--- src/hw/rtl/mrema_pkg.sv ---
// ----------------------------------------------------------------------------
// mrema_pkg
// shared types and constants of the multi-rate moving average tracker
// ----------------------------------------------------------------------------
`default_nettype none

package mrema_pkg;

  localparam int CFG_IDX_W = 3;
  localparam int CFG_W     = 64;
  localparam int LANE_W    = 16;
  localparam int LANES     = 8;
  localparam int SMP_W     = 16;
  localparam int MEAN_W    = 32;
  localparam int MOM_W     = 48;
  localparam int VAL_W     = 49;
  localparam int MUL_A_W   = 24;
  localparam int QUO_W     = 32;
  localparam int DEN_W     = 16;
  localparam int DIVD_W    = 48;
  localparam int IN_DATA_W  = 56;
  localparam int OUT_DATA_W = 208;

  localparam logic [CFG_IDX_W-1:0] REG_DECAY_LO = 3'd0;
  localparam logic [CFG_IDX_W-1:0] REG_DECAY_HI = 3'd1;
  localparam logic [CFG_IDX_W-1:0] REG_MARK_LO  = 3'd2;
  localparam logic [CFG_IDX_W-1:0] REG_MARK_HI  = 3'd3;

  typedef enum logic [1:0] {
    MODE_PUSH   = 2'd0,
    MODE_INTERP = 2'd1,
    MODE_READ   = 2'd2,
    MODE_NONE   = 2'd3
  } mode_t;

  typedef enum logic [2:0] {
    FLD_MX = 3'd0,
    FLD_MY = 3'd1,
    FLD_XX = 3'd2,
    FLD_XY = 3'd3,
    FLD_YY = 3'd4
  } fld_t;

  typedef enum logic [3:0] {
    ST_IDLE,
    ST_SQ,
    ST_DIFF,
    ST_MLO,
    ST_MHI,
    ST_WB,
    ST_FIND,
    ST_RDA,
    ST_RDB,
    ST_DIVS,
    ST_DIV,
    ST_GRAB,
    ST_DONE
  } st_t;

  function automatic logic [VAL_W-1:0] ext_mean(input logic [MEAN_W-1:0] v);
    ext_mean = {{(VAL_W-MEAN_W){v[MEAN_W-1]}}, v};
  endfunction

endpackage

`default_nettype wire

--- src/hw/rtl/mrema_div.sv ---
// ----------------------------------------------------------------------------
// mrema_div
// restoring divider, one quotient bit per cycle, quotient below 2^32
// ----------------------------------------------------------------------------
`default_nettype none

module mrema_div (
  input  logic                              clk,
  input  logic                              rst_n,
  input  logic                              start,
  input  logic [mrema_pkg::DIVD_W-1:0]      dividend,
  input  logic [mrema_pkg::DEN_W-1:0]       divisor,
  output logic                              done,
  output logic [mrema_pkg::QUO_W-1:0]       quotient
);

  localparam int CNT_W = $clog2(mrema_pkg::QUO_W + 1);

  logic                            busy_r;
  logic                            done_r;
  logic [CNT_W-1:0]                cnt_r;
  logic [mrema_pkg::DEN_W-1:0]     rem_r;
  logic [mrema_pkg::DEN_W-1:0]     den_r;
  logic [mrema_pkg::QUO_W-1:0]     quo_r;
  logic [mrema_pkg::DEN_W:0]       trial;
  logic [mrema_pkg::DEN_W:0]       trial_sub;
  logic                            ge;

  always_comb begin
    trial     = {rem_r, quo_r[mrema_pkg::QUO_W-1]};
    trial_sub = trial - {1'b0, den_r};
    ge        = trial >= {1'b0, den_r};
  end

  always_ff @(posedge clk) begin
    if (!rst_n) begin
      busy_r <= 1'b0;
      done_r <= 1'b0;
      cnt_r  <= '0;
    end else begin
      done_r <= 1'b0;
      if (start) begin
        busy_r <= 1'b1;
        cnt_r  <= CNT_W'(mrema_pkg::QUO_W);
      end else if (busy_r) begin
        cnt_r <= cnt_r - CNT_W'(1);
        if (cnt_r == CNT_W'(1)) begin
          busy_r <= 1'b0;
          done_r <= 1'b1;
        end
      end
    end
  end

  always_ff @(posedge clk) begin
    if (start) begin
      rem_r <= dividend[mrema_pkg::DIVD_W-1:mrema_pkg::QUO_W];
      quo_r <= dividend[mrema_pkg::QUO_W-1:0];
      den_r <= divisor;
    end else if (busy_r) begin
      rem_r <= ge ? trial_sub[mrema_pkg::DEN_W-1:0] : trial[mrema_pkg::DEN_W-1:0];
      quo_r <= {quo_r[mrema_pkg::QUO_W-2:0], ge};
    end
  end

  assign done     = done_r;
  assign quotient = quo_r;

endmodule

`default_nettype wire

--- config.mk ---
export PLATFORM = sky130hd
export DESIGN_NAME = mrema_div
export DESIGN_NICKNAME = d
export VERILOG_FILES = /design/src/hw/rtl/mrema_pkg.sv /design/src/hw/rtl/mrema_div.sv
export SDC_FILE = /design/constraint.sdc
export NUM_CORES = 1
export LEC_CHECK = 0
export BUFFER_PORTS_ARGS = -buffer_cell sky130_fd_sc_hd__clkbuf_2
export CAP_MARGIN = 40
export CORE_UTILIZATION = 40
export CTS_BUF_LIST = sky130_fd_sc_hd__clkbuf_16
export DETAILED_ROUTE_END_ITERATION = 10
export PLACE_DENSITY = 0.65
export SETUP_SLACK_MARGIN = 0.1
export SKIP_LAST_GASP = 1
export SYNTH_ARGS = -nofsm -noshare
export SYNTH_HDL_FRONTEND = slang
export SYNTH_SLANG_ARGS = --single-unit
--- constraint.sdc ---
create_clock -name clk -period 2.45 [get_ports clk]
set_input_delay 0.6125 -clock clk [delete_from_list [all_inputs] [get_ports clk]]
set_output_delay 0.6125 -clock clk [all_outputs]
set_load 0.05 [all_outputs]
==> flow_summary.json, run 1 <==
{
  "status": "completed",
  "clock-root-buffer": "clkbuf_16",
  "globalRouteOverflowTotal": 0,
  "dp_cells": 581,
  "yosys-top-cells-area": "edfxtp_1 (48%), mux2_2 (9.0%), ha_1 (5.6%), dfxtp_1 (4.0%), nand2_1 (2.7%)",
  "detail_route.wl_per_cell_um": 16.8,
  "drcViolationCount": 0,
  "p_leak_nw": 2.18,
  "final_nets": 552,
  "die_area_um2": 10400,
  "clock.fmax_mhz": 423,
  "rsz0062_at_grt": "true",
  "final_layout_size_suffix_gt1_share_pct": 43.1,
  "startpoint_type": "flop",
  "syn_to_final_growth_pct": 31.5,
  "via_count": 3243,
  "setup_viol": 0,
  "finalPower_mw": 4.84,
  "yosys-top-cells-count": "edfxtp_1 (64), mux2_2 (32), nand2_1 (29)",
  "grt_pass1_vias": 3279,
  "die_y_um": 102,
  "dp_slack_ps": 39.4,
  "finalCritPeriodShare_pct": 96.4,
  "ir_drop_mv": 0.585,
  "hold_path.class": "primary input to flop",
  "placed_area_um2": 4800,
  "reg2reg_depth": 10,
  "clock_sink_count": 72,
  "p_sw_mw": 1.77,
  "crit_chain": "inv_1 > ha_1 > inv_1 > fa_2 > a211oi_4 > o21ai_2 > a31oi_2 > a21oi_1 > xnor2_1 > o221ai_1",
  "die_w_um": 102,
  "num_rows": 36,
  "cp.required_ps": 2510,
  "synth_top_cell_by_area": "edfxtp_1",
  "finalCriticalPeriod_ps": 2360,
  "seqPwrFrac_pct": 34.6,
  "antenna_found_initial": 0,
  "cts_inserted_buffers": 9,
  "fin_ws_ps": 88.1,
  "fin_cells": 604,
  "max-cap-violations": 0,
  "cp_slowest_cell": "edfxtp_1",
  "p_sw_share_pct": 36.5,
  "viasPerCell": 5.37,
  "max_slew_margin_pct": 70.6,
  "numPortBuffers": 99,
  "drt_first_pass_iters": 5,
  "fin_worst_skew_ps": 7.26,
  "insertion_delay_ps": 340,
  "tightest_slew_ps": 436,
  "grtUsageTotal_pct": 20.2,
  "synth-edff-count": 64,
  "yosysTopAreaCellShare_pct": 47.8,
  "ys_seq_elements": 72,
  "endpoint_kind": "flop",
  "cp.depth": 10,
  "holdPathStages": 1,
  "syn_nets": 429,
  "async_flop_share_pct": 0,
  "grt_max_degree": 70,
  "cp_max_fo": 3,
  "place.gp.congestion": 0.943,
  "grt_pass1_wl_um": 15700,
  "path_buf_inv": 2,
  "avgSynthCellArea_um2": 11.7,
  "critical-path-max-stage-delay_ps": 390,
  "tns_ps": 0,
  "core_um2": 9770,
  "crit_type": "flop to flop",
  "yosys_most_used_dff": "edfxtp_1",
  "num_antenna_cells": 0,
  "totalWireLength_um": 10200,
  "hpwl_um": 7020,
  "fin_util_pct": 54.0,
  "clk_path_buf_depth": 2,
  "hold_slack_ps": 451,
  "start_util_pct": 41.1,
  "yosysMostFrequentCell": "edfxtp_1",
  "path_clk_slew_ps": 60,
  "final_cell_area_um2": 5280,
  "power_frac_comb_pct": 40.8,
  "yosysUniqueCellTypes": 57,
  "syn-instance-count": 343,
  "clock_power_share_pct": 24.6,
  "maxSlewViolCount": 0,
  "cp_common_cell": "inv_1",
  "final.fill_count": 881,
  "antenna_left": 0,
  "yosysWarningCount": 0,
  "synth_area_um2": 4020,
  "seq_area_frac_synth_pct": 51.8,
  "timing.final.hold_violations": 0,
  "p_int_mw": 3.07,
  "cp.arrival_ps": 2420,
  "power.density_nw_per_um2": 916,
  "dr.first_iter.drc_count": 144,
  "ctsHoldBuffers": 0,
  "htreeDepth": 3,
  "path_delay_family": "compound AO/OA/AOI/OAI gates",
  "io_pins": 100,
  "cts_tree": "yes"
}
cells in the final DEF (no fill, tap or decap), types with 3 or more instances in the layout:
cell type   n
a21o_1      5
a21oi_1    13
a21oi_2     3
a31oi_1     5
buf_4      23
clkbuf_16   9
clkbuf_2   99
clkinv_4    3
dfxtp_1     8
edfxtp_1   64
ha_1       14
inv_1      26
mux2_2     32
nand2_1    26
nand2_2     3
nand2b_1    5
nand3_1     6
nand4_1     7
nor2_1     14
nor2b_1     3
nor3_1      5
o211ai_1    6
o21ai_0     9
o21ai_1     4
o221ai_1    4
o311ai_1    5
xnor2_1     9
xor2_1      5
kinds of logic after synthesis:
family	Yosys count	share of synthesized area, %
compound gates	83	15.2
xor+xnor	14	3.05
fa+ha+maj	19	6.10
buf+inv	39	4.17
flops	72	51.8
mux	33	9.22
simple gates	83	10.4
repair_timing:
action / in CTS / in global routing
setup buffers: 0 / 5
gates resized for setup: 5 / 27
pin swaps: 2 / 5
gates cloned: 0 / 2
setup endpoints to repair: 14 / 17
state kept, by name, summed over array words and instances (netlist names):
register and cells:
quotient 32, rem_r 16, done 1, cnt_r 6, busy_r 1, den_r 16
cell type report:
class / instances / area, um^2 / share of cell area [%]
clock buffers: 9 / 225 / 4.26
multi-input cells: 233 / 1950 / 36.9
repair buffers: 126 / 731 / 13.8
flip-flops and latches: 72 / 2080 / 39.4
clock inverters: 7 / 41.3 / 0.782
well taps: 133 / 166 / 3.15
inverters: 24 / 90.1 / 1.71
power groups by stage:
stage,clock (mW),sequential (mW),combinational (mW)
6_report,1.19,1.67,1.97
5_1_grt,1.26,1.69,2.14
4_1_cts,1.22,1.66,1.75
3_5_place_dp,0,1.68,1.72
3_3_place_gp,0,1.68,1.70
2_1_floorplan,0,1.86,1.06
final timing paths:
kind                                from                     to  slack [ps]
setup / recovery  quotient[31]$_DFFE_PP_    rem_r[12]$_DFFE_PP_          90
hold / removal                divisor[2]     den_r[2]$_DFFE_PP_         450
hold reg to reg    cnt_r[0]$_SDFFE_PP0P_  cnt_r[0]$_SDFFE_PP0P_         490
setup reg to reg  quotient[31]$_DFFE_PP_    rem_r[12]$_DFFE_PP_          90
routing by layer:
| layer | wire (um) | global-route usage (%) | share of wire, % | up-vias |
|---|---|---|---|---|
| li1 | - | - | - | 1550 |
| met1 | 4280 | 24.1 | 42 | 1537 |
| met2 | 4780 | 31.7 | 47 | 135 |
| met3 | 894 | 7.73 | 8.8 | 21 |
| met4 | 204 | 10.1 | 2.0 | 0 |
| met5 | 0 | 0 | 0 | - |
Power figures use the tool's default switching activity.
==> inputs of run 2 (changes only) <==
Settings changed: GPL_TIMING_DRIVEN set to 0.
==> run 2 against run 1 <==
Effect of this change:
- cell count increased by 2.0%
- global-route usage increased by 1.1 points
- final area increased by 4.7%
- critical path type unchanged
- highest routed layer unchanged
- sequential share of layout area decreased by 1.8 points
- clock skew increased by 1.1 ps
- clock-buffer cell count unchanged
- worst setup slack got worse by 32 ps
- worst hold slack got worse by 2.2 ps
==> flow_summary.json, run 2 (synthesis gave the netlist of run 1 again) <==
{
  "final_layout_size_suffix_gt1_share_pct": 46.2,
  "power.density_nw_per_um2": 942,
  "mostFrequentLayoutCells": "clkbuf_2 (100), edfxtp_1 (64), mux2_2 (32), nand2_1 (27), inv_1 (23)",
  "grt_max_degree": 32,
  "core_um2": 9770,
  "crit_start": "rem_r[9]$_DFFE_PP_",
  "io_pins": 100,
  "finalCritPeriodShare_pct": 97.7,
  "insertion_delay_ps": 340,
  "cp.arrival_ps": 2550,
  "die_w_um": 102,
  "holdPathStages": 1,
  "die_y_um": 102,
  "ctsHoldBuffers": 0,
  "fin_worst_skew_ps": 8.39,
  "num_rows": 36,
  "grtUsageTotal_pct": 21.3,
  "grt_pass1_vias": 3329,
  "detail_route.wl_per_cell_um": 18.1,
  "tightest_slew_ps": 721,
  "grt_pass1_wl_um": 16500,
  "status": "completed",
  "reg2reg_depth": 10,
  "numPortBuffers": 99,
  "viasPerCell": 5.49,
  "hpwl_um": 7240,
  "antenna_left": 0,
  "cp_max_fo": 5,
  "hold_path.class": "primary input to flop",
  "cts_inserted_buffers": 9,
  "max-cap-violations": 0,
  "crit-reg2reg-launch": "rem_r[9]$_DFFE_PP_",
  "globalRouteOverflowTotal": 0,
  "drt_first_pass_iters": 5,
  "fin_cells": 616,
  "num_antenna_cells": 0,
  "start_util_pct": 41.1,
  "timing.final.hold_violations": 0,
  "totalWireLength_um": 11100,
  "clock_sink_count": 72,
  "syn_to_final_growth_pct": 37.7,
  "cp.required_ps": 2610,
  "largest_reg_flops": 32,
  "finalPower_mw": 5.21,
  "rsz0062_at_grt": "true",
  "drcViolationCount": 0,
  "startpoint_type": "flop",
  "antenna_found_initial": 0,
  "p_leak_nw": 2.25,
  "die_area_um2": 10400,
  "maxSlewViolCount": 0,
  "final_nets": 564,
  "finalCriticalPeriod_ps": 2390,
  "min_from": "divisor[6]",
  "hold_slack_ps": 448,
  "dr.first_iter.drc_count": 175,
  "final_common_cell": "clkbuf_2",
  "ir_drop_mv": 0.425,
  "endpoint_kind": "flop",
  "clk_path_buf_depth": 2,
  "place.gp.congestion": 0.933,
  "clock-root-buffer": "clkbuf_16",
  "fin_util_pct": 56.6,
  "clock.fmax_mhz": 418,
  "max_slew_margin_pct": 51.9,
  "via_count": 3382,
  "path_clk_slew_ps": 60,
  "dp_cells": 576,
  "crit_type": "flop to flop",
  "cts_tree": "yes",
  "htreeDepth": 3,
  "setup_viol": 0
}
==> run 2: routing by layer <==
metal  track usage, %  vias up  routed length [um]
met2             36.7      177                5490
met4             7.91        0                 253
met1             25.3     1602                4410
met5                0        -                   0
li1                 -     1581                   -
met3             6.02       22                 976
==> run 2: path summary, 6_finish.rpt <==
check	end	slack, ps
max	rem_r[15]$_DFFE_PP_	60
min	den_r[6]$_DFFE_PP_	450
max reg2reg	rem_r[15]$_DFFE_PP_	60
min reg2reg	cnt_r[0]$_SDFFE_PP0P_	500
==> run 2: area by class of cell <==
type,instances,area (um^2)
Sequential cell,72,2080
Timing Repair Buffer,123,728
Fill cell,842,4240
Clock inverter,7,71.3
Buffer,15,101
Clock buffer,9,225
Multi-Input combinational cell,233,2070
Tap cell,133,166
Inverter,24,90.1
==> run 2: metrics by stage <==
step           cell area [um^2]  setup slack [ps]  TNS (ps)
3_5_place_dp               4710              -617    -31340
6_report                   5530              56.1         0
5_1_grt                    5530             -17.6     -30.1
4_1_cts                    5210              89.0         0
2_1_floorplan              4030              8.09         0
3_3_place_gp               4690              -922    -48890
==> run 2: worst max-delay path, cell delays in order, from the launching register on <==
cell and delay (ps):
edfxtp_1 440, ha_4 240, buf_6 130, a21o_4 220, buf_4 130, buf_4 150
nor2_1 150, o211ai_1 200, o221ai_2 290, o2111ai_4 160, o311ai_2 110
==> run 2: report_power, final <==
part / internal [mW] / total, mW / leakage (nW) / switching, mW
clock: 0.789 / 1.33 / 0.139 / 0.545
sequential: 1.56 / 1.68 / 0.706 / 0.120
combinational: 0.943 / 2.19 / 1.40 / 1.25
==> run 2: repair_timing <==
item / 4_1_cts / 5_1_grt
setup endpoints to repair: 65 / 48
pin swaps: 17 / 31
cloned: 1 / 1
resized for setup: 25 / 37
buffers inserted: 6 / 16
